===== src/hw/rtl/ira_pkg.sv =====
// ----------------------------------------------------------------------------
// ira_pkg: shared types, constants and functions for integer_to_radix_ascii
// Radix limits, ASCII mapping, the back-end state type and the division step.
// ----------------------------------------------------------------------------
`default_nettype none

package ira_pkg;

    // Default width of the input value
    localparam int DEF_VALUE_WIDTH = 31;

    // Radix register
    localparam int          RADIX_W     = 5;
    localparam logic [4:0]  RADIX_RESET = 5'd10;
    localparam logic [4:0]  RADIX_MIN   = 5'd2;
    localparam logic [4:0]  RADIX_MAX   = 5'd16;

    // Configuration bus
    localparam int          APB_DATA_W    = 32;
    localparam int          PADDR_W       = 3;
    localparam logic [0:0]  REG_RADIX_IDX = 1'b0;

    // Digits and characters
    localparam int          DIGIT_W    = 4;
    localparam int          CHAR_W     = 7;
    localparam logic [6:0]  CHAR_ZERO  = 7'h30;   // '0'
    localparam logic [6:0]  CHAR_A     = 7'h41;   // 'A'
    localparam logic [3:0]  DIGIT_TEN  = 4'd10;

    // Quotient bits produced per cycle by the division step
    localparam int CHUNK_BITS = 8;

    typedef enum logic [1:0] {
        S_IDLE,
        S_DIV,
        S_EMIT
    } t_back_state;

    // Out-of-range register values saturate to the nearest legal radix
    function automatic logic [RADIX_W-1:0] clamp_radix(input logic [RADIX_W-1:0] r);
        logic [RADIX_W-1:0] res;
        res = r;
        if (r < RADIX_MIN) begin
            res = RADIX_MIN;
        end else if (r > RADIX_MAX) begin
            res = RADIX_MAX;
        end
        return res;
    endfunction

    // 0..9 -> '0'..'9', 10..15 -> 'A'..'F'
    function automatic logic [CHAR_W-1:0] digit_to_ascii(input logic [DIGIT_W-1:0] d);
        logic [CHAR_W-1:0] res;
        if (d < DIGIT_TEN) begin
            res = CHAR_ZERO + CHAR_W'(d);
        end else begin
            res = CHAR_A + CHAR_W'(d - DIGIT_TEN);
        end
        return res;
    endfunction

    // Restoring long division over one chunk of dividend bits, MSB first.
    // Returns {quotient bits, new remainder}. Remainder stays below radix.
    function automatic logic [CHUNK_BITS+DIGIT_W-1:0] div_chunk(
        input logic [DIGIT_W-1:0]    rem_in,
        input logic [CHUNK_BITS-1:0] bits,
        input logic [RADIX_W-1:0]    radix
    );
        logic [DIGIT_W:0]      t;
        logic [DIGIT_W-1:0]    rem;
        logic [CHUNK_BITS-1:0] q;
        rem = rem_in;
        q   = '0;
        for (int i = CHUNK_BITS - 1; i >= 0; i--) begin
            t = {rem, bits[i]};
            if (t >= radix) begin
                t    = t - radix;
                q[i] = 1'b1;
            end
            rem = t[DIGIT_W-1:0];
        end
        return {q, rem};
    endfunction

endpackage

`default_nettype wire


===== src/hw/rtl/ira_ram.sv =====
// ----------------------------------------------------------------------------
// ira_ram: generic single-write, single-read RAM
// One write port, one read port with registered read data.
// ----------------------------------------------------------------------------
`default_nettype none

module ira_ram #(
    parameter int WIDTH = 4,
    parameter int DEPTH = 31
) (
    input  wire logic                     i_clk,
    input  wire logic                     i_we,
    input  wire logic [$clog2(DEPTH)-1:0] i_waddr,
    input  wire logic [WIDTH-1:0]         i_wdata,
    input  wire logic                     i_re,
    input  wire logic [$clog2(DEPTH)-1:0] i_raddr,
    output logic      [WIDTH-1:0]         o_rdata
);

    logic [WIDTH-1:0] r_mem [DEPTH];
    logic [WIDTH-1:0] r_rdata;

    // Write port
    always_ff @(posedge i_clk) begin
        if (i_we) begin
            r_mem[i_waddr] <= i_wdata;
        end
    end

    // Registered read port
    always_ff @(posedge i_clk) begin
        if (i_re) begin
            r_rdata <= r_mem[i_raddr];
        end
    end

    assign o_rdata = r_rdata;

endmodule

`default_nettype wire


===== src/hw/rtl/ira_queue.sv =====
// ----------------------------------------------------------------------------
// ira_queue: two-entry request queue between front and back end
// Lets the front accept a request while the back end is still converting.
// ----------------------------------------------------------------------------
`default_nettype none

module ira_queue #(
    parameter int WIDTH = 36
) (
    input  wire logic             i_clk,
    input  wire logic             i_rst_n,
    input  wire logic             i_push,
    input  wire logic [WIDTH-1:0] i_data,
    output logic                  o_full,
    input  wire logic             i_pop,
    output logic                  o_valid,
    output logic      [WIDTH-1:0] o_data
);

    logic [WIDTH-1:0] r_mem [2];
    logic             r_wr_ptr, n_wr_ptr;
    logic             r_rd_ptr, n_rd_ptr;
    logic [1:0]       r_cnt,    n_cnt;

    // Pointer and fill count update
    always_comb begin
        n_wr_ptr = r_wr_ptr;
        n_rd_ptr = r_rd_ptr;
        n_cnt    = r_cnt;
        if (i_push) begin
            n_wr_ptr = ~r_wr_ptr;
        end
        if (i_pop) begin
            n_rd_ptr = ~r_rd_ptr;
        end
        if (i_push && !i_pop) begin
            n_cnt = r_cnt + 2'd1;
        end else if (!i_push && i_pop) begin
            n_cnt = r_cnt - 2'd1;
        end
    end

    always_ff @(posedge i_clk) begin
        if (!i_rst_n) begin
            r_wr_ptr <= 1'b0;
            r_rd_ptr <= 1'b0;
            r_cnt    <= 2'd0;
        end else begin
            r_wr_ptr <= n_wr_ptr;
            r_rd_ptr <= n_rd_ptr;
            r_cnt    <= n_cnt;
        end
    end

    // Storage
    always_ff @(posedge i_clk) begin
        if (i_push) begin
            r_mem[r_wr_ptr] <= i_data;
        end
    end

    assign o_full  = r_cnt[1];
    assign o_valid = (r_cnt != 2'd0);
    assign o_data  = r_mem[r_rd_ptr];

endmodule

`default_nettype wire


===== src/hw/rtl/ira_front.sv =====
// ----------------------------------------------------------------------------
// ira_front: request intake and radix register
// Holds the radix register, takes input requests and tags them with the
// saturated radix before they enter the queue.
// ----------------------------------------------------------------------------
`default_nettype none

module ira_front #(
    parameter int VALUE_WIDTH = ira_pkg::DEF_VALUE_WIDTH
) (
    input  wire logic                                      i_clk,
    input  wire logic                                      i_rst_n,
    // configuration port
    input  wire logic                                      psel,
    input  wire logic                                      penable,
    input  wire logic                                      pwrite,
    input  wire logic [ira_pkg::PADDR_W-1:0]               paddr,
    input  wire logic [ira_pkg::APB_DATA_W-1:0]            pwdata,
    output logic      [ira_pkg::APB_DATA_W-1:0]            prdata,
    output logic                                           pready,
    // input requests
    input  wire logic                                      i_valid,
    output logic                                           o_stall,
    input  wire logic [VALUE_WIDTH-1:0]                    i_value,
    // queue side
    input  wire logic                                      i_full,
    output logic                                           o_push,
    output logic      [VALUE_WIDTH+ira_pkg::RADIX_W-1:0]   o_push_data
);

    import ira_pkg::*;

    logic [RADIX_W-1:0] r_radix, n_radix;
    logic               reg_hit;

    // Register decode: word index sits above the byte offset
    assign reg_hit = (paddr[PADDR_W-1:2] == REG_RADIX_IDX);

    always_comb begin
        n_radix = r_radix;
        if (psel && penable && pwrite && reg_hit) begin
            n_radix = pwdata[RADIX_W-1:0];
        end
    end

    always_ff @(posedge i_clk) begin
        if (!i_rst_n) begin
            r_radix <= RADIX_RESET;
        end else begin
            r_radix <= n_radix;
        end
    end

    assign pready = 1'b1;
    assign prdata = reg_hit ? APB_DATA_W'(r_radix) : '0;

    // Intake: accept whenever the queue has room
    assign o_stall     = i_full;
    assign o_push      = i_valid && !i_full;
    assign o_push_data = {i_value, clamp_radix(r_radix)};

endmodule

`default_nettype wire


===== src/hw/rtl/ira_back.sv =====
// ----------------------------------------------------------------------------
// ira_back: digit generation and character output
// Divides the value by the radix a chunk of bits per cycle, stores each
// remainder as a digit, then plays the digits out most significant first.
// ----------------------------------------------------------------------------
`default_nettype none

module ira_back #(
    parameter int VALUE_WIDTH = ira_pkg::DEF_VALUE_WIDTH
) (
    input  wire logic                                     i_clk,
    input  wire logic                                     i_rst_n,
    // queue side
    input  wire logic                                     i_job_valid,
    input  wire logic [VALUE_WIDTH+ira_pkg::RADIX_W-1:0]  i_job_data,
    output logic                                          o_job_pop,
    // result channel
    output logic                                          o_valid,
    input  wire logic                                     i_stall,
    output logic      [ira_pkg::CHAR_W-1:0]               o_digit_char,
    output logic                                          o_last_digit
);

    import ira_pkg::*;

    localparam int NCH  = (VALUE_WIDTH + CHUNK_BITS - 1) / CHUNK_BITS;
    localparam int PADW = NCH * CHUNK_BITS;
    localparam int AW   = $clog2(VALUE_WIDTH);
    localparam int CW   = $clog2(VALUE_WIDTH + 1);
    localparam int CHW  = (NCH > 1) ? $clog2(NCH) : 1;
    localparam logic [CHW-1:0] LAST_CHUNK = CHW'(NCH - 1);

    t_back_state          r_state,     n_state;
    logic [PADW-1:0]      r_work,      n_work;
    logic [DIGIT_W-1:0]   r_rem,       n_rem;
    logic [CHW-1:0]       r_chunk,     n_chunk;
    logic [RADIX_W-1:0]   r_radix,     n_radix;
    logic [CW-1:0]        r_count,     n_count;
    logic [CW-1:0]        r_left,      n_left;
    logic                 r_rd_pend,   n_rd_pend;
    logic                 r_rd_last,   n_rd_last;
    logic                 r_out_valid, n_out_valid;
    logic [CHAR_W-1:0]    r_out_char,  n_out_char;
    logic                 r_out_last,  n_out_last;

    logic [CHUNK_BITS+DIGIT_W-1:0] step;
    logic [PADW+CHUNK_BITS-1:0]    shifted;
    logic [CW-1:0]                 left_m1;
    logic                          out_take;
    logic                          ram_we;
    logic                          ram_re;
    logic [AW-1:0]                 ram_raddr;
    logic [DIGIT_W-1:0]            ram_rdata;

    // Division step over the top chunk of the working register
    assign step    = div_chunk(r_rem, r_work[PADW-1 -: CHUNK_BITS], r_radix);
    assign shifted = {r_work, step[CHUNK_BITS+DIGIT_W-1:DIGIT_W]};
    assign left_m1 = r_left - 1'b1;
    assign out_take = r_out_valid && !i_stall;

    // Digit store
    ira_ram #(
        .WIDTH (DIGIT_W),
        .DEPTH (VALUE_WIDTH)
    ) u_digit_ram (
        .i_clk   (i_clk),
        .i_we    (ram_we),
        .i_waddr (r_count[AW-1:0]),
        .i_wdata (step[DIGIT_W-1:0]),
        .i_re    (ram_re),
        .i_raddr (ram_raddr),
        .o_rdata (ram_rdata)
    );

    // Sequencer: next state and datapath control
    always_comb begin
        n_state     = r_state;
        n_work      = r_work;
        n_rem       = r_rem;
        n_chunk     = r_chunk;
        n_radix     = r_radix;
        n_count     = r_count;
        n_left      = r_left;
        n_rd_pend   = 1'b0;
        n_rd_last   = r_rd_last;
        n_out_valid = r_out_valid;
        n_out_char  = r_out_char;
        n_out_last  = r_out_last;
        o_job_pop   = 1'b0;
        ram_we      = 1'b0;
        ram_re      = 1'b0;
        ram_raddr   = left_m1[AW-1:0];

        // output register: drain, then refill from a pending read
        if (out_take) begin
            n_out_valid = 1'b0;
        end
        if (r_rd_pend) begin
            n_out_valid = 1'b1;
            n_out_char  = digit_to_ascii(ram_rdata);
            n_out_last  = r_rd_last;
        end

        unique case (r_state)
            S_IDLE: begin
                if (i_job_valid) begin
                    o_job_pop = 1'b1;
                    n_work    = PADW'(i_job_data[VALUE_WIDTH+RADIX_W-1:RADIX_W]);
                    n_radix   = i_job_data[RADIX_W-1:0];
                    n_rem     = '0;
                    n_chunk   = '0;
                    n_count   = '0;
                    n_state   = S_DIV;
                end
            end
            S_DIV: begin
                n_work = shifted[PADW-1:0];
                if (r_chunk == LAST_CHUNK) begin
                    // one digit finished: store remainder, restart on quotient
                    ram_we  = 1'b1;
                    n_rem   = '0;
                    n_chunk = '0;
                    n_count = r_count + 1'b1;
                    if (shifted[PADW-1:0] == '0) begin
                        n_left  = r_count + 1'b1;
                        n_state = S_EMIT;
                    end
                end else begin
                    n_rem   = step[DIGIT_W-1:0];
                    n_chunk = r_chunk + 1'b1;
                end
            end
            S_EMIT: begin
                if ((r_left != '0) && !r_rd_pend && (!r_out_valid || out_take)) begin
                    ram_re    = 1'b1;
                    n_left    = left_m1;
                    n_rd_pend = 1'b1;
                    n_rd_last = (left_m1 == '0);
                end else if ((r_left == '0) && !r_rd_pend) begin
                    n_state = S_IDLE;
                end
            end
            default: begin
                n_state = S_IDLE;
            end
        endcase
    end

    // Control registers
    always_ff @(posedge i_clk) begin
        if (!i_rst_n) begin
            r_state     <= S_IDLE;
            r_count     <= '0;
            r_left      <= '0;
            r_chunk     <= '0;
            r_rd_pend   <= 1'b0;
            r_out_valid <= 1'b0;
        end else begin
            r_state     <= n_state;
            r_count     <= n_count;
            r_left      <= n_left;
            r_chunk     <= n_chunk;
            r_rd_pend   <= n_rd_pend;
            r_out_valid <= n_out_valid;
        end
    end

    // Payload registers
    always_ff @(posedge i_clk) begin
        r_work     <= n_work;
        r_rem      <= n_rem;
        r_radix    <= n_radix;
        r_rd_last  <= n_rd_last;
        r_out_char <= n_out_char;
        r_out_last <= n_out_last;
    end

    assign o_valid      = r_out_valid;
    assign o_digit_char = r_out_char;
    assign o_last_digit = r_out_last;

endmodule

`default_nettype wire


===== src/hw/rtl/integer_to_radix_ascii.sv =====
// ----------------------------------------------------------------------------
// integer_to_radix_ascii: integer to ASCII digit string, radix 2 to 16
// A request carries an unsigned value; the block answers with its digits in
// the configured radix as ASCII characters, most significant first, the last
// one flagged by o_last_digit. Zero gives the single character '0'.
//
// Channels: input request i_valid/o_stall/i_value, output o_valid/i_stall
// with o_digit_char and o_last_digit; a transfer happens when valid is high
// and stall is low. The radix register sits at byte address 0 of the APB
// port (reset value 10; values below 2 act as 2, above 16 as 16). Write it
// only while the block is idle.
// Each digit runs the shared divide step over every 8-bit chunk of the value,
// 8 quotient bits a cycle, and each character is read back through the digit
// RAM's registered read port, with one read outstanding at a time.
// A two-entry queue lets new requests be taken while a value is converted.
// Reset empties the queue and the output register. A stalled receiver holds
// the current character; conversion pauses at the next character fetch.
// ----------------------------------------------------------------------------
`default_nettype none

module integer_to_radix_ascii #(
    parameter int VALUE_WIDTH = ira_pkg::DEF_VALUE_WIDTH
) (
    input  wire logic                            i_clk,
    input  wire logic                            i_rst_n,
    // configuration port
    input  wire logic                            psel,
    input  wire logic                            penable,
    input  wire logic                            pwrite,
    input  wire logic [ira_pkg::PADDR_W-1:0]     paddr,
    input  wire logic [ira_pkg::APB_DATA_W-1:0]  pwdata,
    output logic      [ira_pkg::APB_DATA_W-1:0]  prdata,
    output logic                                 pready,
    // input requests
    input  wire logic                            i_valid,
    output logic                                 o_stall,
    input  wire logic [VALUE_WIDTH-1:0]          i_value,
    // output characters
    output logic                                 o_valid,
    input  wire logic                            i_stall,
    output logic      [ira_pkg::CHAR_W-1:0]      o_digit_char,
    output logic                                 o_last_digit
);

    import ira_pkg::*;

    localparam int JOB_W = VALUE_WIDTH + RADIX_W;

    logic             q_push;
    logic             q_full;
    logic             q_pop;
    logic             q_valid;
    logic [JOB_W-1:0] q_in_data;
    logic [JOB_W-1:0] q_out_data;

    // Intake and radix register
    ira_front #(
        .VALUE_WIDTH (VALUE_WIDTH)
    ) u_front (
        .i_clk       (i_clk),
        .i_rst_n     (i_rst_n),
        .psel        (psel),
        .penable     (penable),
        .pwrite      (pwrite),
        .paddr       (paddr),
        .pwdata      (pwdata),
        .prdata      (prdata),
        .pready      (pready),
        .i_valid     (i_valid),
        .o_stall     (o_stall),
        .i_value     (i_value),
        .i_full      (q_full),
        .o_push      (q_push),
        .o_push_data (q_in_data)
    );

    // Request queue
    ira_queue #(
        .WIDTH (JOB_W)
    ) u_queue (
        .i_clk   (i_clk),
        .i_rst_n (i_rst_n),
        .i_push  (q_push),
        .i_data  (q_in_data),
        .o_full  (q_full),
        .i_pop   (q_pop),
        .o_valid (q_valid),
        .o_data  (q_out_data)
    );

    // Conversion and output
    ira_back #(
        .VALUE_WIDTH (VALUE_WIDTH)
    ) u_back (
        .i_clk        (i_clk),
        .i_rst_n      (i_rst_n),
        .i_job_valid  (q_valid),
        .i_job_data   (q_out_data),
        .o_job_pop    (q_pop),
        .o_valid      (o_valid),
        .i_stall      (i_stall),
        .o_digit_char (o_digit_char),
        .o_last_digit (o_last_digit)
    );

    // Queue is never written when full
    a_no_overflow: assert property (@(posedge i_clk) disable iff (!i_rst_n)
        q_push |-> !q_full)
        else $error("request queue overflow");

    // Back end only pops a request that exists
    a_no_underflow: assert property (@(posedge i_clk) disable iff (!i_rst_n)
        q_pop |-> q_valid)
        else $error("request queue underflow");

    // Every character shown is a legal digit
    a_char_legal: assert property (@(posedge i_clk) disable iff (!i_rst_n)
        o_valid |-> ((o_digit_char >= CHAR_ZERO && o_digit_char <= 7'h39) ||
                     (o_digit_char >= CHAR_A && o_digit_char <= 7'h46)))
        else $error("illegal digit character");

endmodule

`default_nettype wire


===== config.mk =====
export PLATFORM = sky130hd
export DESIGN_NAME = integer_to_radix_ascii
export DESIGN_NICKNAME = d
export VERILOG_FILES = /design/src/hw/rtl/ira_pkg.sv /design/src/hw/rtl/ira_ram.sv /design/src/hw/rtl/ira_queue.sv /design/src/hw/rtl/ira_front.sv /design/src/hw/rtl/ira_back.sv /design/src/hw/rtl/integer_to_radix_ascii.sv
export SDC_FILE = /design/constraint.sdc
export NUM_CORES = 1
export LEC_CHECK = 0
export ABC_AREA = 1
export BUFFER_PORTS_ARGS = -buffer_cell sky130_fd_sc_hd__buf_2
export CELL_PAD_IN_SITES_DETAIL_PLACEMENT = 1
export CELL_PAD_IN_SITES_GLOBAL_PLACEMENT = 1
export CORE_MARGIN = 3
export CORE_UTILIZATION = 43
export DETAILED_ROUTE_END_ITERATION = 10
export GPL_TIMING_DRIVEN = 1
export HOLD_SLACK_MARGIN = 0.05
export PLACE_DENSITY_LB_ADDON = 0.1
export SYNTH_ARGS = -nofsm -noshare
export SYNTH_HDL_FRONTEND = slang
export SYNTH_SLANG_ARGS = --single-unit

===== constraint.sdc =====
create_clock -name i_clk -period 8.7 [get_ports i_clk]
set_input_delay 0.435 -clock i_clk [delete_from_list [all_inputs] [get_ports i_clk]]
set_output_delay 0.435 -clock i_clk [all_outputs]
set_load 0.01 [all_outputs]

; ---- Word level (Yosys, flattened, before mapping)
; Memories as Yosys holds them, arrays and structs flattened. A register that Yosys moved wholly into a read port is not among the register bits.
; Index checks and enable logic that the tools add are counted.
; W data, S select, Z words.
[totals]
register_bits = 75
ram_bits = 196
in_bits = 73
elab_cells = 147
memories = 2
[mem_list]
columns = name, depth, width, rd, rd_clocked_by_memory_dff, wr, line_no
row1 = u_back.u_digit_ram.r_mem, 31, 4, 1, 1, 1, ira_ram.sv:20  ; logic [WIDTH-1:0] r_mem [DEPTH];
row2 = u_queue.r_mem, 2, 36, 1, 1, 1, ira_queue.sv:20  ; logic [WIDTH-1:0] r_mem [2];
[classes]
addsub = 16
n_lt_le_gt_ge = 11
eq_ne = 9
mux = 57
bitwise = 3
reduce_logical = 33
[ops]
columns = op, count
row1 = $pmux W32 S2, 1
row2 = $ge A5 B5 Y1, 8
row3 = $mux W4, 10
row4 = $mux W5, 8
row5 = $logic_not A32 Y1, 1
row6 = $mux W32, 1
row7 = $sub A4 B4 Y4, 8
row8 = $mux W1, 22
row9 = $pmux W5 S2, 2
row10 = $mux W2, 9
row11 = $logic_and A1 B1 Y1, 10
row12 = $logic_not A5 Y1, 2
row13 = $reduce_bool A2 Y1, 5
row14 = $ne A2 B1 Y1 const B, 4
row15 = $pmux W4 S2, 1
row16 = $add A6 B4 Y7 const A, 1
row17 = $add A7 B7 Y7 const A, 1
row18 = $mux W7, 1
row19 = $logic_not A1 Y1, 6
row20 = $pmux W2 S3, 1
row21 = $reduce_and A2 Y1, 3
row22 = $add A5 B1 Y5 const B, 1
row23 = $gt A5 B5 Y1 const B, 1
row24 = $lt A5 B2 Y1 const B, 1
row25 = 16 further kinds, 21

; ---- Logic depth before layout (Yosys ltp)
[depth]
word_depth = 20
ltp_mapped = 75

; ---- Hierarchy
; Synthesis repeated with hierarchy kept, for this count alone.
[hier_totals]
hier_cells = 1383
area_unflattened_um2 = 14073.5
[modules_own_cells]
columns = mod, n_inst, cells_each, area_per_inst_um2, seq_area_each_um2
row1 = ira_ram, 1, 470, 5388.9, 3843.7
row2 = ira_back, 1, 650, 4931.0, 1821.7
row3 = ira_queue, 1, 146, 2975.4, 2262.2
row4 = ira_front, 1, 117, 778.2, 100.1

; ---- Least setup slack after synthesis
; No wires, ideal clock.
[synth_path]
kind = register to register
from = reg u_back.r_radix[1]
to = mem u_back.u_digit_ram.r_mem[0][2] (data pin)
setup_time_ns = 0.388
t_arrival_ns = 8.646
t_required_ns = 8.312
slack_ns = -0.334
stages_incl_launch_ff = 62
synth_period_minus_slack_ns = 9.034
cell_sequence = edfxtp_1 inv_1 ha_1 nand2_1 nor2_1 nand2_1 nand3_2 o21ai_0 inv_1 ha_1 nand2_1 inv_1 nand2_1 nand2_1 nor2_2 o21ai_0 ha_1 nand2_2 [26 not listed] nor2_2 inv_2 o21ai_0 inv_1 ha_1 a21oi_1 nand2_1 nand2_1 nand2_1 o21ai_0 ha_1 nand2_1 nand3b_1 nand2_1 nor2_4 inv_1 nand3_1 nand2_1
[synth_via]
elab_chain_cells = 16
word_cells_on_any_way = 24
classes_between = add/sub (8) / order compare (8) / mux (8)
[synth_rtl]
columns = element, line_no
row1 = start: declaration, ira_back.sv:37  ; logic [RADIX_W-1:0] r_radix, n_radix;
row2 = start signal: assignment, ira_back.sv:172  ; r_radix <= n_radix;
row3 = $sub A4 B4 Y4 or $ge A5 B5 Y1 (tied branches), "ira_pkg.sv:77, ira_pkg.sv:76"
row4 = $mux W4, ira_pkg.sv:76  ; if (t >= radix) begin
row5 = $sub A4 B4 Y4 or $ge A5 B5 Y1 (tied branches), "ira_pkg.sv:77, ira_pkg.sv:76"
row6 = $mux W4, ira_pkg.sv:76
row7 = $sub A4 B4 Y4 or $ge A5 B5 Y1 (tied branches), "ira_pkg.sv:77, ira_pkg.sv:76"
row8 = $mux W4, ira_pkg.sv:76
row9 = $ge A5 B5 Y1 or $sub A4 B4 Y4 (tied branches), "ira_pkg.sv:76, ira_pkg.sv:77"
row10 = $mux W4, ira_pkg.sv:76
row11 = $sub A4 B4 Y4 or $ge A5 B5 Y1 (tied branches), "ira_pkg.sv:77, ira_pkg.sv:76"
row12 = $mux W4, ira_pkg.sv:76
row13 = $sub A4 B4 Y4 or $ge A5 B5 Y1 (tied branches), "ira_pkg.sv:77, ira_pkg.sv:76"
row14 = $mux W4, ira_pkg.sv:76
row15 = $ge A5 B5 Y1 or $sub A4 B4 Y4 (tied branches), "ira_pkg.sv:76, ira_pkg.sv:77"
row16 = $mux W4, ira_pkg.sv:76
row17 = $sub A4 B4 Y4 or $ge A5 B5 Y1 (tied branches), "ira_pkg.sv:77, ira_pkg.sv:76"
row18 = $mux W4 *, ira_pkg.sv:76
row19 = net u_back.step[2], ira_back.sv:46  ; logic [CHUNK_BITS+DIGIT_W-1:0] step;
row20 = end: declaration, ira_ram.sv:20
; Mark *: on every way through the listed nets, which the timed path passes. The rest lies on a longest branch.

; ---- Final worst setup path
[layout_path]
from = reg u_back.r_rem[1]
to = reg u_back.r_rem[2] (data pin)
[layout_via]
elab_chain_cells = 18
word_cells_on_any_way = 26
classes_between = add/sub (8) / order compare (8) / mux (10)
[layout_rtl]
columns = element, line_no
row1 = start: declaration, ira_back.sv:35  ; logic [DIGIT_W-1:0] r_rem, n_rem;
row2 = start signal: assignment, ira_back.sv:171  ; r_rem <= n_rem;
row3 = $sub A4 B4 Y4 or $ge A5 B5 Y1 (tied branches), "ira_pkg.sv:77, ira_pkg.sv:76"
row4 = $mux W4 *, ira_pkg.sv:76
row5 = $sub A4 B4 Y4 or $ge A5 B5 Y1 (tied branches), "ira_pkg.sv:77, ira_pkg.sv:76"
row6 = $mux W4 *, ira_pkg.sv:76
row7 = $ge A5 B5 Y1 or $sub A4 B4 Y4 (tied branches), "ira_pkg.sv:76, ira_pkg.sv:77"
row8 = $mux W4 *, ira_pkg.sv:76
row9 = $sub A4 B4 Y4 or $ge A5 B5 Y1 (tied branches), "ira_pkg.sv:77, ira_pkg.sv:76"
row10 = $mux W4 *, ira_pkg.sv:76
row11 = [2 not listed], n/a
row12 = $sub A4 B4 Y4 or $ge A5 B5 Y1 (tied branches), "ira_pkg.sv:77, ira_pkg.sv:76"
row13 = $mux W4 *, ira_pkg.sv:76
row14 = $ge A5 B5 Y1 or $sub A4 B4 Y4 (tied branches), "ira_pkg.sv:76, ira_pkg.sv:77"
row15 = $mux W4 *, ira_pkg.sv:76
row16 = $sub A4 B4 Y4 or $ge A5 B5 Y1 (tied branches), "ira_pkg.sv:77, ira_pkg.sv:76"
row17 = $mux W4 *, ira_pkg.sv:76
row18 = $mux W4 *, ira_back.sv:118  ; if (r_chunk == LAST_CHUNK) begin
row19 = $pmux W4 S2 *, ira_back.sv:104  ; unique case (r_state)
; Every way passes the cells marked *; elsewhere a longest branch is shown, timed or not.
; A chain may end at the register's enable or synchronous reset.

==> flow_metrics.env <==
export IMPL_multi_input_comb_area_um2=5470
export IMPL_path_clk_slew_ns=0.08
export IMPL_ctsLongestPathBuffers=3
export IMPL_clock_fmax_ghz=0.114
export IMPL_synthDominantCellAreaShare_pct=56.8
export IMPL_root_buffer="clkbuf_16"
export IMPL_relSlewSlack_pct=23.8
export IMPL_path_class="reg -> reg"
export IMPL_cts_tree="yes"
export IMPL_synth_yosys_warnings=0
export IMPL_seq_area_um2=8030
export IMPL_rsz0062_at_grt="true"
export IMPL_holdCritStartpoint="i_value[26]"
export IMPL_wirelength_um=35700
export IMPL_drcViolationCount=0
export IMPL_drt_first_pass_iters=5
export IMPL_violations="negative setup slack"
export IMPL_synthCells=1245
export IMPL_placementRows=63
export IMPL_run_status="finished with violations"
export IMPL_insertion_delay_ns=0.56
export IMPL_crit_arrival_ns=9.03
export IMPL_vias_per_cell=5.23
export IMPL_cpMostUsedCell="nand2_2"
export IMPL_synth_edf_count=250
export IMPL_yosysUniqueCellTypes=42
export IMPL_setup_violations_final=30
export IMPL_timing_final_hold_violations=0
export IMPL_worst_slack_ns=-0.0357
export IMPL_yosys_area_top_type="edfxtp_1"
export IMPL_nNetsFinal=1540
export IMPL_htree_levels=1
export IMPL_area_delta_synth_final_pct=27.0
export IMPL_num_vias=9512
export IMPL_async_reset_ff_share_pct=0
export IMPL_place_ws_ns=-0.519
export IMPL_die_area_um2=32900
export IMPL_clock_sinks=276
export IMPL_period_needed_ns=8.74
export IMPL_netlist_area_um2=13200
export IMPL_die_h_um=181
export IMPL_boundaryPins=116
export IMPL_crit_buf_inv=11
export IMPL_io_buffers=58
export IMPL_critical_path_slowest_cell="edfxtp_1"
export IMPL_cp_top_family="simple AND/OR/NAND/NOR gates"
export IMPL_finalCritPeriodShare_pct=100
export IMPL_grt_pass1_wl_um=51800
export IMPL_cap_viol_max_count=0
export IMPL_layout_commonest_cell="edfxtp_1"
export IMPL_floorplan_initialDensity_pct=44.2
export IMPL_cts_made_buffers=30
export IMPL_hold_path_class="in -> reg"
export IMPL_syn_mean_instance_area_um2=10.6
export IMPL_startpoint="u_back.r_rem[1]$_SDFFCE_PN0P_"
export IMPL_drive_above_1_share_pct=28.8
export IMPL_yosysSeqAreaShare_pct=60.7
export IMPL_overflow=0
export IMPL_synth_area_leaders="edfxtp_1, o21ai_0, nand2_1"
export IMPL_dpl_hpwl_um=22000
export IMPL_ys_seq_elements=276
export IMPL_grt_usage_pct=19.6
export IMPL_fin_skew_ns=0.0247
export IMPL_worst_slew_pin_slew_ns=1.14
export IMPL_placeableCoreArea_um2=30000
export IMPL_grt_pass1_vias=9521
export IMPL_reg2reg_from="u_back.r_rem[1]$_SDFFCE_PN0P_"
export IMPL_die_w_um=181
export IMPL_worstSetupStartpointType="flop"
export IMPL_cp_required_ns=8.99
export IMPL_antenna_found_initial=0
export IMPL_drtAntennaViolNets=0
export IMPL_drv_slew=0
export IMPL_crit_path_max_incr_delay_ns=0.46
export IMPL_diodes=0
export IMPL_yosys_most_used_dff="edfxtp_1"
export IMPL_end_kind="flop"
export IMPL_wl_per_cell_um=19.6
export IMPL_cp_max_fo=7
export IMPL_drt_iter0_drc=662
export IMPL_layout_common_cells="edfxtp_1, nor2_1, nand2_1, o21ai_0, inv_1"
export IMPL_fill_cells=3146
export IMPL_placed_area_um2=14400
export IMPL_finalInstanceArea_um2=16800
export IMPL_gp_congestion=0.777
export IMPL_grt_max_degree=64
## registers in the layout, indices dropped and copies added, names as in the netlist, 2 cells and up, named ones only
signal                      count
u_back.r_count                  5
u_back.r_state                  2
u_queue.r_cnt                   2
u_back.u_digit_ram.o_rdata      4
u_back.r_left                   5
u_back.r_chunk                  2
u_front.r_radix                 5
u_back.u_digit_ram.r_mem      124
u_back.r_rem                    4
u_back.r_work                  32
u_queue.r_mem                  72
u_back.r_radix                  5
u_back.o_digit_char             7
## cells by family after synthesis
family                     after synthesis  share of synthesized area (%)
and+or+nand+nor                        407                           12.6
other                                    2                         0.0568
muxes                                   13                           1.03
AOI/OAI and AO/OA                      258                           11.1
DFF                                    276                           60.7
adders and majority gates               61                           6.22
buffers and inverters                  205                           6.72
xor gates and xnor gates                23                           1.58
## area by class of cell
type	instances	share of cell area [%]
clock buffer	38	4.83
clock inverter	16	1.14
inverter	136	3.16
multi-input combinational	792	32.6
sequential	276	47.8
tap	390	2.91
timing repair buffer	170	7.59
## worst paths after layout
path / to / slack (ns) / depth (start not counted)
worst max-delay path: u_back.r_rem[2]$_SDFFCE_PN0P_ / -0.04 / 60
worst min-delay path: u_queue.r_mem[0][31]$_DFFE_PP_ / 0.07 / 1
worst min register to register: u_back.o_last_digit$_DFFE_PP_ / 0.44 / 0
worst max register to register: u_back.r_rem[2]$_SDFFCE_PN0P_ / -0.04 / 60
## Yosys cell counts (8+ instances only)
master and count:
a21oi_1 35, buf_4 28, clkbuf_1 33, dfxtp_1 26
edfxtp_1 250, fa_1 8, ha_1 53, inv_1 131
mux2i_1 8, nand2_1 188, nand3_1 32, nor2_1 156
o211ai_1 20, o21ai_0 142, o21ai_1 12, o221ai_1 10
o22ai_1 20, xor2_1 15
## metal layers
layer | GRT usage, % | wire [µm] | up-vias
met5 | 0 | 0 | -
met4 | 3.93 | 619 | 0
met3 | 2.38 | 1410 | 51
met2 | 31.7 | 17300 | 196
met1 | 28.8 | 16400 | 4701
li1 | - | - | 4564
## what timing repair did
action / CTS / global route
hold endpoints to repair: 0 / 0
pin swaps: 12 / 106
resized for setup: 41 / 194
gates cloned: 0 / 5
buffers inserted: 7 / 27
hold buffers: 0 / 0
endpoints found under the setup margin: 136 / 136
## through the flow
| step | hold WS, ns | TNS, ns | utilization [%] | instances |
|---|---|---|---|---|
| 6_report | 0.0739 | -0.280 | 56.1 | 1818 |
| 5_1_grt | 0.0617 | -57.74 | 56.1 | 1818 |
| 4_1_cts | 0.0513 | 0 | 52.0 | 1786 |
| 3_5_place_dp | 0.415 | -60.72 | 48.0 | 1725 |
| 3_3_place_gp | 0.407 | -26.89 | 48.0 | 1725 |
| 2_1_floorplan | 0.400 | 0 | - | 1271 |
Power is not shown: default switching activity piles up to over one toggle a cycle in this logic, so the estimate is an artifact.
